==> config.mk <==
export PLATFORM = sky130hd
export DESIGN_NAME = phbog_regs
export DESIGN_NICKNAME = d
export VERILOG_FILES = /design/src/rtl/core/phbog_pkg.sv /design/src/rtl/core/phbog_regs.sv
export SDC_FILE = /design/constraint.sdc
export NUM_CORES = 1
export LEC_CHECK = 0
export BUFFER_PORTS_ARGS = -buffer_cell sky130_fd_sc_hd__buf_2
export CORE_MARGIN = 2
export CORE_UTILIZATION = 50
export CTS_BUF_LIST = sky130_fd_sc_hd__clkbuf_4 sky130_fd_sc_hd__clkbuf_8
export DETAILED_ROUTE_END_ITERATION = 10
export PLACE_DENSITY_LB_ADDON = 0.08
export SYNTH_ARGS = -nofsm -noshare
export SYNTH_HDL_FRONTEND = slang
export SYNTH_SLANG_ARGS = --single-unit
==> constraint.sdc <==
create_clock -name i_clk -period 6.2 [get_ports i_clk]
set_input_delay 0.93 -clock i_clk [delete_from_list [all_inputs] [get_ports i_clk]]
set_output_delay 0.93 -clock i_clk [all_outputs]
set_load 0.01 [all_outputs]
==> src/rtl/core/phbog_pkg.sv <==
`default_nettype none

package phbog_pkg;

    // Field widths fixed by the interface.
    localparam int COORD_W = 21;
    localparam int RES_W   = 16;
    localparam int COST_W  = 16;
    localparam int CLS_W   = 2;
    localparam int CELL_W  = 8;
    localparam int APB_AW  = 5;
    localparam int APB_DW  = 32;

    // Default grid size.
    localparam int GRID_X_DEF = 256;
    localparam int GRID_Y_DEF = 256;

    // Divider: magnitude of (origin - coordinate) always fits in 21 bits.
    localparam int DIV_W     = COORD_W;
    localparam int DIV_CNT_W = $clog2(DIV_W);
    localparam int DIFF_W    = COORD_W + 1;

    // Cell classes.
    localparam logic [CLS_W-1:0] CLS_EMPTY = 2'd0;
    localparam logic [CLS_W-1:0] CLS_SEEN  = 2'd1;
    localparam logic [CLS_W-1:0] CLS_OCC   = 2'd2;
    localparam logic [CLS_W-1:0] CLS_BAD   = 2'd3;

    // Register indexes.
    localparam logic [2:0] REG_ORIGIN_X   = 3'd0;
    localparam logic [2:0] REG_ORIGIN_Y   = 3'd1;
    localparam logic [2:0] REG_RESOLUTION = 3'd2;
    localparam logic [2:0] REG_MAX_HEIGHT = 3'd3;
    localparam logic [2:0] REG_MIN_HEIGHT = 3'd4;
    localparam logic [2:0] REG_FREE_VAL   = 3'd5;
    localparam logic [2:0] REG_OCC_VAL    = 3'd6;
    localparam logic [2:0] REG_BG_VAL     = 3'd7;

    // Reset values of the registers.
    localparam logic [COORD_W-1:0] RST_ORIGIN_X   = 21'd0;
    localparam logic [COORD_W-1:0] RST_ORIGIN_Y   = 21'd0;
    localparam logic [RES_W-1:0]   RST_RESOLUTION = 16'd100;
    localparam logic [COORD_W-1:0] RST_MAX_HEIGHT = 21'd2000;
    localparam logic [COORD_W-1:0] RST_MIN_HEIGHT = 21'h1FFC18;
    localparam logic [COST_W-1:0]  RST_FREE_VAL   = 16'd0;
    localparam logic [COST_W-1:0]  RST_OCC_VAL    = 16'd100;
    localparam logic [COST_W-1:0]  RST_BG_VAL     = 16'd0;

    typedef struct packed {
        logic [COORD_W-1:0] origin_x;
        logic [COORD_W-1:0] origin_y;
        logic [RES_W-1:0]   resolution;
        logic [COORD_W-1:0] max_height;
        logic [COORD_W-1:0] min_height;
        logic [COST_W-1:0]  free_value;
        logic [COST_W-1:0]  occupied_value;
        logic [COST_W-1:0]  background_value;
    } t_cfg;

    typedef struct packed {
        logic             done;
        logic [DIV_W-1:0] quotient;
        logic             rem_nz;
    } t_div_res;

endpackage

`default_nettype wire

==> src/rtl/core/phbog_regs.sv <==
`default_nettype none

module phbog_regs
    import phbog_pkg::*;
(
    input  wire logic              i_clk,
    input  wire logic              i_rst_n,
    input  wire logic              psel,
    input  wire logic              penable,
    input  wire logic              pwrite,
    input  wire logic [APB_AW-1:0] paddr,
    input  wire logic [APB_DW-1:0] pwdata,
    output logic      [APB_DW-1:0] prdata,
    output logic                   pready,
    output t_cfg                   o_cfg
);

    t_cfg       r_cfg;
    logic       w_wr;
    logic [2:0] w_idx;

    assign pready = 1'b1;
    assign w_wr   = psel & penable & pwrite;
    assign w_idx  = paddr[APB_AW-1:2];

    always_ff @(posedge i_clk) begin
        if (!i_rst_n) begin
            r_cfg.origin_x         <= RST_ORIGIN_X;
            r_cfg.origin_y         <= RST_ORIGIN_Y;
            r_cfg.resolution       <= RST_RESOLUTION;
            r_cfg.max_height       <= RST_MAX_HEIGHT;
            r_cfg.min_height       <= RST_MIN_HEIGHT;
            r_cfg.free_value       <= RST_FREE_VAL;
            r_cfg.occupied_value   <= RST_OCC_VAL;
            r_cfg.background_value <= RST_BG_VAL;
        end else if (w_wr) begin
            case (w_idx)
                REG_ORIGIN_X:   r_cfg.origin_x         <= pwdata[COORD_W-1:0];
                REG_ORIGIN_Y:   r_cfg.origin_y         <= pwdata[COORD_W-1:0];
                REG_RESOLUTION: r_cfg.resolution       <= pwdata[RES_W-1:0];
                REG_MAX_HEIGHT: r_cfg.max_height       <= pwdata[COORD_W-1:0];
                REG_MIN_HEIGHT: r_cfg.min_height       <= pwdata[COORD_W-1:0];
                REG_FREE_VAL:   r_cfg.free_value       <= pwdata[COST_W-1:0];
                REG_OCC_VAL:    r_cfg.occupied_value   <= pwdata[COST_W-1:0];
                REG_BG_VAL:     r_cfg.background_value <= pwdata[COST_W-1:0];
                default: ;
            endcase
        end
    end

    // Signed registers read back sign-extended.
    always_comb begin
        case (w_idx)
            REG_ORIGIN_X:   prdata = APB_DW'($signed(r_cfg.origin_x));
            REG_ORIGIN_Y:   prdata = APB_DW'($signed(r_cfg.origin_y));
            REG_RESOLUTION: prdata = APB_DW'(r_cfg.resolution);
            REG_MAX_HEIGHT: prdata = APB_DW'($signed(r_cfg.max_height));
            REG_MIN_HEIGHT: prdata = APB_DW'($signed(r_cfg.min_height));
            REG_FREE_VAL:   prdata = APB_DW'(r_cfg.free_value);
            REG_OCC_VAL:    prdata = APB_DW'(r_cfg.occupied_value);
            REG_BG_VAL:     prdata = APB_DW'(r_cfg.background_value);
            default:        prdata = '0;
        endcase
    end

    assign o_cfg = r_cfg;

endmodule

`default_nettype wire

==> Word level (Yosys, flattened, before mapping) <==
Cells that the tools add are included.
{ "word_totals": {"ff_bits": 148, "latchBits": 0, "mem_bits_rw": 0, "mem_bits_ro": 0, "input_bits": 42, "out_inout_bits": 181, "wordCells": 27, "n_memories": 0} }
{ "classes": {"add_sub_neg": 0, "mul": 0, "div_mod_pow": 0, "order_cmp": 0, "eq_ne": 7, "n_shift": 0, "n_mux": 1, "bitwise": 2, "reduce_logical": 9} }
{ "op_table": {"columns": ["cell", "count"], "rows": [
  ["32-bit case mux with 8 select lines", 1],
  ["2-bit AND reduction", 8],
  ["3-bit equality test (second input constant)", 4],
  ["3-bit by 2-bit equality test with 1-bit output (second input constant)", 2],
  ["3-bit by 1-bit equality test with 1-bit output (second input constant)", 1],
  ["3-bit logical NOT", 1],
  ["1-bit AND", 2]
]} }

==> Longest topological paths before layout <==
{ "depth": {"depth_word": 3, "mapped_depth": 7, "ltp_nobuf": 4} }

==> Worst setup path after synthesis <==
Ideal clock, no wire load.
{ "synth_timing": {"path_kind": "in2out", "startpoint": "input paddr[2]", "endpoint": "output prdata[21]", "arrival_ns": 2.505, "t_required_ns": 5.270, "path_slack_ns": 2.765, "stages": 7, "n_path_buf": 4, "path_cell_list": "buf_4 > buf_2 > buf_2 > a21oi_1 > o21ai_0 > a21oi_1 > buf_4"} }
{ "synth_via": {"elab_chain_cells": 2, "word_cells_on_any_way": 9, "classes_between": "7 x eq/ne; 1 x mux; 1 x reduce/logical"} }
{ "synth_lines": {"columns": ["item", "line", "rtl"], "rows": [
  ["start: declaration", "phbog_regs.sv:11", "input wire logic [APB_AW-1:0] paddr,"],
  ["3-bit equality test, or another cell as far along", "phbog_regs.sv:53", "case (w_idx)"],
  ["32-bit case mux with 8 select lines *", "phbog_regs.sv:53", null],
  ["end: declaration", "phbog_regs.sv:13", "output logic [APB_DW-1:0] prdata,"]
]} }
Every way passes the cells marked *; elsewhere a longest branch is shown, timed or not.

==> Worst setup path in the final report <==
{ "layout_timing": {"startpoint": "input paddr[4]", "endpoint": "output prdata[15]"} }
Same word-level chain as after synthesis.

==> flow_metrics.tcl <==
set metrics [dict create \
    hold_viol 0 \
    netlist_area_um2 6980 \
    cts_tree "done" \
    grt_pass1_vias 5734 \
    wl_per_cell_um 18.3 \
    status "completed" \
    dr.pass1.iters 5 \
    numCtsBuffers 17 \
    largest_reg_flops 148 \
    post-dp-hpwl_mm 15.1 \
    drc_errors 0 \
    io_buffers 208 \
    period_minus_slack_ns 4.23 \
    drt_iter0_drc 620 \
    hp-class "reg2reg" \
    rsz0062_at_grt "no" \
    slew_viol_final 0 \
    yosysUniqueCellTypes 36 \
    synth_area_per_cell_um2 7.96 \
    synthCells 877 \
    place_congestion 0.890 \
    ir_drop_uv 147 \
    routed-via-count 6679 \
    ys_warn_count 0 \
    critical_path_required_ns 5.27 \
    cp-end-kind "output pin" \
    final_cells 1211 \
    rows 43 \
    grt_max_degree 94 \
    grt_use_total 0.293 \
    setup_viol 0 \
    cts_repair_resize_count 0 \
    max_freq_ghz 0.236 \
    final.period_utilization 0.683 \
    insertion_delay_ns 0.45 \
    fillers 1374 \
    antenna_cells 0 \
    synth_nets 919 \
    crit_fanout 28 \
    dp.cells 1179 \
    htree_levels 4 \
    core_um2 13800 \
    grt_pass1_wl_mm 33.4 \
    maxCapViolCount 0 \
    overflow 0 \
    postRouteAntennaNets 0 \
    postCtsHoldBufs 0 \
    worst_ep_arrival_time_ns 3.30 \
    die_h_um 122 \
    slew_headroom 0.281 \
    ys_ff_latch 148 \
    cellPowerDensity_nw_per_um2 241 \
    synth_seq_area_share 0.424 \
    nNetsFinal 1060 \
    chipWidth_um 122 \
    initial_core_util 0.507 \
    clockBufferDepth 2 \
    fin_tns_setup_ns 0 \
    postCtsSetupRepairBufs 0 \
    drt-total-wl_mm 22.1 \
    tightest_slew_ns 1.07 \
    path_class "in2out" \
    via_per_inst 5.52 \
    pin_count 223 \
    drive_gt1_frac 0.269 \
    dieArea_um2 14900 \
    cts-root-buf "clkbuf_8" \
    path_clk_slew_ns 0.08 \
    antenna_found_initial 0 \
    area_growth_pct 18.3 \
    cts.sinks 148 \
    start_kind "input pin" \
    p_leak_nw 3.55 \
    finClkSkew_ns 0 \
]
[layer usage]
layer | wire length [um] | vias to the layer above | GRT usage | share of wire
met2 | 9610 | 293 | 0.416 | 0.43
met4 | 194 | 0 | 0.0661 | 0.0088
met5 | 0 | - | 0 | 0
li1 | - | 3194 | - | -
met3 | 1990 | 20 | 0.0805 | 0.090
met1 | 10300 | 3172 | 0.439 | 0.47
[cell usage in the layout (no fill, tap or decap), drive strengths merged, types with 6 or more instances in the layout]
cell,instances
a21boi,123
nor2,44
clkbuf,22
dfxtp,148
mux2,13
inv,20
nor2b,6
nand3,23
o21ai,38
a22o,13
a221oi,27
mux2i,15
a21oi,13
nand2,272
buf,218
clkinv,6
[power by group]
group,switching (mW),internal (mW)
clock,0.362,0.488
sequential,0.00621,0.958
combinational,0.116,0.0627
[critical path, cell delays in order]
cell and delay, ns:
buf_2 0.28, buf_4 0.31, nand2b_1 0.27, nor2_1 0.84, a221oi_1 0.28, nor2_1 0.21
buf_2 0.16
[cell type report]
cell class                      instances  area, um^2  share of cell area
Clock buffer                           22         303              0.0367
Clock inverter                         10         150              0.0182
Inverter                               20        75.1             0.00909
Multi-Input combinational cell        613        3430               0.415
Sequential cell                       148        2960               0.359
Tap cell                              180         225              0.0273
Timing Repair Buffer                  218        1120               0.135
[synth_stat cells]
library cell	n	area share
a221oi_1	27	0.034
conb_1	1	0.00054
a21boi_0	101	0.11
nor2_4	3	0.0048
nand2_1	272	0.15
buf_6	1	0.0016
clkbuf_2	1	0.00072
nor3_4	1	0.0023
buf_4	31	0.033
buf_1	2	0.0011
or2_2	4	0.0036
nand2b_1	4	0.0036
mux2i_1	15	0.022
a21boi_1	22	0.024
nand4_1	1	0.00090
o211ai_1	3	0.0032
a31oi_1	1	0.00090
o2111ai_1	1	0.0013
nor3_2	1	0.0014
clkbuf_1	30	0.016
mux4_2	2	0.0064
a22o_1	13	0.016
a21oi_1	13	0.0093
o21ai_0	38	0.027
nor2_1	41	0.022
nor3b_1	1	0.0011
a211oi_1	1	0.0011
mux2_2	13	0.021
or3_1	3	0.0027
dfxtp_1	148	0.42
nor2b_1	6	0.0054
buf_2	31	0.022
inv_1	20	0.011
nand4b_4	1	0.0034
nand3_1	23	0.016
nand3b_1	1	0.0011
[stage by stage]
| stage | util | area (um^2) | total power, mW | setup slack [ns] | hold WS [ns] |
|---|---|---|---|---|---|
| finish | 0.600 | 8260 | 1.99 | 1.97 | 0.468 |
| global route | 0.600 | 8260 | 2.06 | 1.69 | 0.489 |
| CTS | 0.600 | 8260 | 2.00 | 1.96 | 0.467 |
| detailed placement | 0.567 | 7810 | 1.16 | 1.95 | 0.456 |
| global placement | 0.567 | 7810 | 1.16 | 2.01 | 0.454 |
| floorplan | - | 6980 | 1.11 | 2.76 | 0.491 |
[cells by family (layout without fill, tap and decap cells)]
logic type	after synthesis	after routing	synth area share
compound gates	220	220	0.225
buf+inv	116	270	0.0858
flops	148	148	0.424
mux	30	30	0.0489
other cells	1	1	0.000537
simple gates	362	362	0.215
[path summary, 6_finish.rpt]
| kind | to | startpoint | slack, ns | cells past startpoint |
|---|---|---|---|---|
| worst max-delay path | prdata[15] | paddr[4] | 1.97 | 7 |
| worst min-delay path | o_cfg[49] | o_cfg[49] | 0.47 | 2 |
| worst max register to register | o_cfg[47] | o_cfg[47] | 5.42 | 2 |
| worst min register to register | o_cfg[49] | o_cfg[49] | 0.47 | 2 |
No activity file was read; power rests on OpenSTA's default activity.
