### src/rtl/core/phbog_pkg.sv
`default_nettype none

package phbog_pkg;

    // Field widths fixed by the interface.
    localparam int COORD_W = 21;
    localparam int RES_W   = 16;
    localparam int COST_W  = 16;
    localparam int CLS_W   = 2;
    localparam int CELL_W  = 8;
    localparam int APB_AW  = 5;
    localparam int APB_DW  = 32;

    // Default grid size.
    localparam int GRID_X_DEF = 256;
    localparam int GRID_Y_DEF = 256;

    // Divider: magnitude of (origin - coordinate) always fits in 21 bits.
    localparam int DIV_W     = COORD_W;
    localparam int DIV_CNT_W = $clog2(DIV_W);
    localparam int DIFF_W    = COORD_W + 1;

    // Cell classes.
    localparam logic [CLS_W-1:0] CLS_EMPTY = 2'd0;
    localparam logic [CLS_W-1:0] CLS_SEEN  = 2'd1;
    localparam logic [CLS_W-1:0] CLS_OCC   = 2'd2;
    localparam logic [CLS_W-1:0] CLS_BAD   = 2'd3;

    // Register indexes.
    localparam logic [2:0] REG_ORIGIN_X   = 3'd0;
    localparam logic [2:0] REG_ORIGIN_Y   = 3'd1;
    localparam logic [2:0] REG_RESOLUTION = 3'd2;
    localparam logic [2:0] REG_MAX_HEIGHT = 3'd3;
    localparam logic [2:0] REG_MIN_HEIGHT = 3'd4;
    localparam logic [2:0] REG_FREE_VAL   = 3'd5;
    localparam logic [2:0] REG_OCC_VAL    = 3'd6;
    localparam logic [2:0] REG_BG_VAL     = 3'd7;

    // Reset values of the registers.
    localparam logic [COORD_W-1:0] RST_ORIGIN_X   = 21'd0;
    localparam logic [COORD_W-1:0] RST_ORIGIN_Y   = 21'd0;
    localparam logic [RES_W-1:0]   RST_RESOLUTION = 16'd100;
    localparam logic [COORD_W-1:0] RST_MAX_HEIGHT = 21'd2000;
    localparam logic [COORD_W-1:0] RST_MIN_HEIGHT = 21'h1FFC18;
    localparam logic [COST_W-1:0]  RST_FREE_VAL   = 16'd0;
    localparam logic [COST_W-1:0]  RST_OCC_VAL    = 16'd100;
    localparam logic [COST_W-1:0]  RST_BG_VAL     = 16'd0;

    typedef struct packed {
        logic [COORD_W-1:0] origin_x;
        logic [COORD_W-1:0] origin_y;
        logic [RES_W-1:0]   resolution;
        logic [COORD_W-1:0] max_height;
        logic [COORD_W-1:0] min_height;
        logic [COST_W-1:0]  free_value;
        logic [COST_W-1:0]  occupied_value;
        logic [COST_W-1:0]  background_value;
    } t_cfg;

    typedef struct packed {
        logic             done;
        logic [DIV_W-1:0] quotient;
        logic             rem_nz;
    } t_div_res;

endpackage

`default_nettype wire

### src/rtl/core/phbog_div.sv
`default_nettype none

module phbog_div
    import phbog_pkg::*;
(
    input  wire logic             i_clk,
    input  wire logic             i_rst_n,
    input  wire logic             i_start,
    input  wire logic [DIV_W-1:0] i_dividend,
    input  wire logic [RES_W-1:0] i_divisor,
    output t_div_res              o_res
);

    // Restoring radix-2 divider, one quotient bit per cycle, MSB first.
    logic                 r_busy;
    logic                 r_done;
    logic [DIV_CNT_W-1:0] r_cnt;
    logic [DIV_W-1:0]     r_quo;
    logic [RES_W-1:0]     r_rem;
    logic [RES_W-1:0]     r_div;

    logic [RES_W:0]       w_sh;
    logic [RES_W+1:0]     w_diff;
    logic                 w_ge;

    always_comb begin
        w_sh   = {r_rem, r_quo[DIV_W-1]};
        w_diff = {1'b0, w_sh} - {2'b00, r_div};
        w_ge   = ~w_diff[RES_W+1];
    end

    always_ff @(posedge i_clk) begin
        if (!i_rst_n) begin
            r_busy <= 1'b0;
            r_done <= 1'b0;
        end else begin
            r_done <= 1'b0;
            if (i_start) begin
                r_busy <= 1'b1;
                r_cnt  <= DIV_CNT_W'(DIV_W - 1);
                r_quo  <= i_dividend;
                r_rem  <= '0;
                r_div  <= i_divisor;
            end else if (r_busy) begin
                r_rem <= w_ge ? w_diff[RES_W-1:0] : w_sh[RES_W-1:0];
                r_quo <= {r_quo[DIV_W-2:0], w_ge};
                r_cnt <= r_cnt - 1'b1;
                if (r_cnt == '0) begin
                    r_busy <= 1'b0;
                    r_done <= 1'b1;
                end
            end
        end
    end

    assign o_res.done     = r_done;
    assign o_res.quotient = r_quo;
    assign o_res.rem_nz   = |r_rem;

endmodule

`default_nettype wire

### config.mk
export PLATFORM = sky130hd
export DESIGN_NAME = phbog_div
export DESIGN_NICKNAME = d
export VERILOG_FILES = /design/src/rtl/core/phbog_pkg.sv /design/src/rtl/core/phbog_div.sv
export SDC_FILE = /design/constraint.sdc
export NUM_CORES = 1
export LEC_CHECK = 0
export BUFFER_PORTS_ARGS = -buffer_cell sky130_fd_sc_hd__buf_2
export CAP_MARGIN = 10
export CORE_MARGIN = 2
export CORE_UTILIZATION = 51
export CTS_CLUSTER_DIAMETER = 200
export CTS_CLUSTER_SIZE = 16
export DETAILED_ROUTE_END_ITERATION = 10
export GPL_ROUTABILITY_DRIVEN = 0
export PLACE_DENSITY = 0.79
export SYNTH_ARGS = -nofsm -noshare
export SYNTH_HDL_FRONTEND = slang
export SYNTH_SLANG_ARGS = --single-unit
### constraint.sdc
create_clock -name i_clk -period 2.7 [get_ports i_clk]
set_clock_uncertainty 0.2 [all_clocks]
set_input_delay 0.27 -clock i_clk [delete_from_list [all_inputs] [get_ports i_clk]]
set_output_delay 0.27 -clock i_clk [all_outputs]
set_load 0.05 [all_outputs]
-- Word-level counts from Yosys, hierarchy flattened
Index checks and enable logic that the tools add are counted.
W data, S select, Z words.
- reduce and logical (&&, ||, !) cells: 6
- multiplexer cells: 9
- bitwise logic cells: 3
- $add $sub $neg: 2
- operators by type and width (cell ; number):
    $mux W21 ; 2
    $mux W16 ; 2
    $sub A17 B16 Y18 ; 1
    $reduce_or A16 Y1 ; 1
    $logic_not A5 Y1 ; 1
    $mux W5 ; 1
    $sub A5 B1 Y5 const B ; 1
    $mux W1 ; 4
    $reduce_and A2 Y1 ; 2
    $not A1 Y1 ; 3
    $reduce_or A3 Y1 ; 1
    $reduce_bool A2 Y1 ; 1
- output and inout port bits: 23
- input port bits: 40
- register bits after elaboration: 60
- logic and storage cells: 26

-- Depth between registers and ports, before layout
- depth after elaboration: 4
- depth in mapped cells: 10
- depth with buffers taken out: 10

-- Worst setup path after synthesis
OpenSTA, ideal clock, no wires.
- path type: flip-flop to flip-flop
- start point: register r_quo[20]
- end point: register r_rem[12] (data pin)
- stages on the path, launching flop included: 11
- clock period less this slack: 2853 ps
- setup time: 131 ps
- slack: -153 ps
- buffers on the path: 0
- data arrival time: 2522 ps
- required time: 2369 ps
- cells stage by stage: edfxtp_1 inv_1 ha_1 inv_1 fa_1 a21o_1 a221oi_4 o211ai_2 and3_4 a2111oi_2 a31o_1
- longest elaborated chain between the ends: 3
- RTL lines (what ; line ; RTL):
    start: declaration ; phbog_div.sv:18 ; logic [DIV_W-1:0] r_quo;
    start signal: assignment ; phbog_div.sv:41 ; r_quo <= i_dividend;
    start signal: assignment ; phbog_div.sv:46 ; r_quo <= {r_quo[DIV_W-2:0], w_ge};
    $sub A17 B16 Y18 ; phbog_div.sv:28 ; w_diff = {1'b0, w_sh} - {2'b00, r_div};
    $mux W16 ; phbog_div.sv:45 ; r_rem <= w_ge ? w_diff[RES_W-1:0] : w_sh[RES_W-1:0];
    $mux W16 ; phbog_div.sv:44 ; end else if (r_busy) begin
    end signal: assignment ; phbog_div.sv:45 ;
    end: declaration ; phbog_div.sv:19 ; logic [RES_W-1:0] r_rem;
No other way between the ends. The select of a mux whose other input is x is not followed.
A chain may end at the register's enable or synchronous reset.

-- Final worst setup path
Ends and elaborated chain as after synthesis.

==> results.py <==
metrics = {
    "yosys": {
        "synth_top_area_frac": 0.4936,
        "synthTopCellsByCount": "58 x edfxtp_1, 25 x a21oi_1, 25 x inv_1",
        "syn_area_um2": 3528,
        "synth_top_family_by_area": "compound AO/OA/AOI/OAI gates",
        "synth_ff_type": "edfxtp_1",
        "synth_compound_area_frac": 0.1926,
        "syn-num-nets": 360,
        "synthAdderAreaFrac": 0.06596,
        "synth_cell_types": 60,
        "ys_async_sr_fraction": 0,
        "yosys.area_share.simple": 0.1014,
        "synthXorXnorAreaFrac": 0.01986,
        "synth_edf_count": 58,
        "avgSynthCellArea_um2": 11.68,
        "yosysWarningCount": 0,
        "yosysTopAreaCell": "edfxtp_1",
        "synth_top_cells_by_area": "edfxtp_1 49%, mux2_2 6.7%, ha_1 6.0%",
        "yosys_register_bits": 60,
        "synth-seq-area-share": 0.5050,
        "synthCells": 302,
        "synthMuxAreaShare": 0.06986,
        "post-synth-top-count-cell": "edfxtp_1",
    },
    "sta": {
        "worst_slew_pin_slew_ns": 0.5497,
        "clock.fmax_ghz": 0.3786,
        "slew_headroom": 0.6335,
        "finalHoldViolCount": 0,
        "finalCritPeriodShare": 0.9781,
        "drv_slew": 0,
        "setup_violations": 0,
        "worst_slack_ns": 0.05903,
        "fin_crit_ns": 2.641,
        "grt_setup_unrepaired": "yes",
    },
    "worst_setup_path": {
        "path_max_fanout": 5,
        "cp_top_family": "compound AO/OA/AOI/OAI gates",
        "reg2reg_depth": 10,
        "worst-path-stages": 10,
        "cpMaxStageDelayCell": "edfxtp_1",
        "critPathBufInv": 2,
        "max_stage_delay_ns": 0.40,
        "cp.arrival_ns": 2.66,
        "crit_chain": "inv_1, ha_1, inv_1, fa_2, a21o_1, a221oi_4, o211ai_2, and3_4, a2111oi_4, a31o_1",
        "worstSetupStartpoint": "r_quo[20]",
        "crit_type": "register to register",
        "worstPathRequired_ns": 2.72,
        "startpoint_type": "register",
        "crit_top_cell": "inv_1",
        "r2r-start": "r_quo[20]",
        "crit_path_end_kind": "register",
    },
    "clock_network": {
        "tritoncts": "built",
        "cts.sinks": 60,
        "clk_latency_ns": 0.35,
        "cts_buffers": 9,
        "clkTransAtPathRegs_ns": 0.08,
        "htree_levels": 3,
        "clk_path_buf_depth": 2,
        "clockRootBuffer": "clkbuf_8",
    },
    "cells_and_area": {
        "finalNetCount": 464,
        "seqCellArea_um2": 1782,
        "syn_to_final_growth_pct": 27.45,
        "utilization": 0.6656,
        "diodes": 0,
        "multi_input_area_um2": 1633,
        "fin_cells": 491,
        "drive_above_1_share": 0.3650,
        "fillers": 516,
    },
    "routing": {
        "num_vias": 2888,
        "antenna_left": 0,
        "drc_errors": 0,
        "viasPerCell": 5.882,
        "drt_wl_total_um": 8766,
        "drtIter0Drc": 210,
        "drt-wirelength-per-cell_um": 17.85,
        "drt_first_pass_iters": 5,
    },
    "power_and_ir_drop": {
        "p_per_area_nw_per_um2": 628.0,
        "p_leak_nw": 1.801,
        "p_total_mw": 2.824,
        "ir_drop_v": 0.0004185,
    },
    "global_routing": {
        "antenna_found_initial": 0,
        "grt_max_degree": 26,
        "grt_pass1_wl_um": 13890,
        "grt_pass1_vias": 2927,
        "gr-total-overflow": 0,
        "grt_use_total": 0.2400,
    },
    "hold_path": {
        "min_from": "i_dividend[9]",
        "holdCritPathClass": "input port to register",
        "holdPathStages": 2,
    },
    "place": {
        "place_hpwl_um": 6084,
        "port_buffers": 62,
        "dpl.cell_count": 456,
        "dp_slack_ns": 0.03618,
    },
    "floorplan": {
        "ioPinCount": 63,
        "die_area_um2": 7599,
        "initial_core_util": 0.5222,
        "die_h_um": 87.18,
        "core-area_um2": 6756,
        "rows": 30,
        "die_width_um": 87.18,
    },
    "flow_run": {
        "drv_cap": 0,
    },
    "outcome": {
        "status": "finished clean",
    },
}
-- cell usage in the layout, fill, tap and decap left out, types with 3 or more instances in the layout --
cell / synthesis / routed
nor4_1: 6 / 6
edfxtp_1: 58 / 58
nor2_1: 9 / 9
nand3_1: 13 / 12
and2_1: 3 / 3
dlygate4sd3_1: 0 / 17
xnor2_1: 6 / 6
mux2_2: 21 / 21
a211oi_1: 4 / 4
buf_4: 2 / 25
inv_1: 25 / 25
ha_1: 17 / 15
nand4_1: 3 / 3
o21ai_0: 16 / 14
o21a_1: 7 / 7
a21oi_1: 25 / 23
nand2_1: 15 / 15
nor3_1: 11 / 9
a21o_1: 5 / 5
clkbuf_8: 0 / 9
buf_2: 4 / 62
-- final timing paths --
kind	endpoint	slack, ns
setup / recovery	r_rem[12]	0.06
hold / removal	r_quo[9]	0.02
setup reg to reg	r_rem[12]	0.06
hold reg to reg	r_done	0.25
-- final cells by class --
class                   count  area share
well taps                  80     0.02226
inverters                  25     0.02087
multi-input cells         205      0.3631
clock inverters             7     0.01697
repair buffers            105      0.1530
clock buffers               9     0.02755
flip-flops and latches     60      0.3962
-- report_power, final --
group          internal [mW]  switching (mW)
logic                  0.351           0.479
registers               1.12          0.0456
clock network          0.430           0.403
-- kinds of logic after synthesis --
logic type / count (synthesis)
mux: 22
xor+xnor: 8
flops: 60
compound gates: 87
fa+ha+maj: 18
buf+inv: 37
simple gates: 70
-- routing by layer --
metal  GRT usage  wire length (um)  vias to the layer above
li1            -                 -                     1371
met3     0.07014               644                       15
met5           0                 0                        -
met4     0.06993               112                        0
met1      0.2961              3608                     1363
met2      0.4094              4401                      139
-- state kept, by name (all words and copies together) (netlist names) --
| signal | flops |
|---|---|
| r_div | 16 |
| r_cnt | 5 |
| r_rem | 16 |
| r_done | 1 |
| r_busy | 1 |
| r_quo | 21 |
-- repair_timing --
action | in CTS | in global routing
buffers inserted | 0 | 2
hold endpoints to repair | 17 | 0
resized for setup | 0 | 10
endpoints found under the setup margin | 0 | 17
hold buffers | 17 | 0
-- worst register-to-register path, stage by stage, from the launching register on --
cell	delay, ns
edfxtp_1	0.40
inv_1	0.07
ha_1	0.15
inv_1	0.06
fa_2	0.35
a21o_1	0.21
a221oi_4	0.35
o211ai_2	0.15
and3_4	0.20
a2111oi_4	0.25
a31o_1	0.13
-- per-stage QoR --
| stage | TNS (ns) | hold slack, ns | cell area (um2) |
|---|---|---|---|
| 6_report | 0 | 0.01803 | 4497 |
| 5_1_grt | -0.1344 | 0.01304 | 4497 |
| 4_1_cts | 0 | 0.01400 | 4443 |
| 3_5_place_dp | 0 | 0.2387 | 4073 |
| 3_3_place_gp | 0 | 0.2318 | 4073 |
| 2_1_floorplan | -0.1480 | 0.1689 | 3536 |
Note: power is estimated with default switching activity, not from simulation.
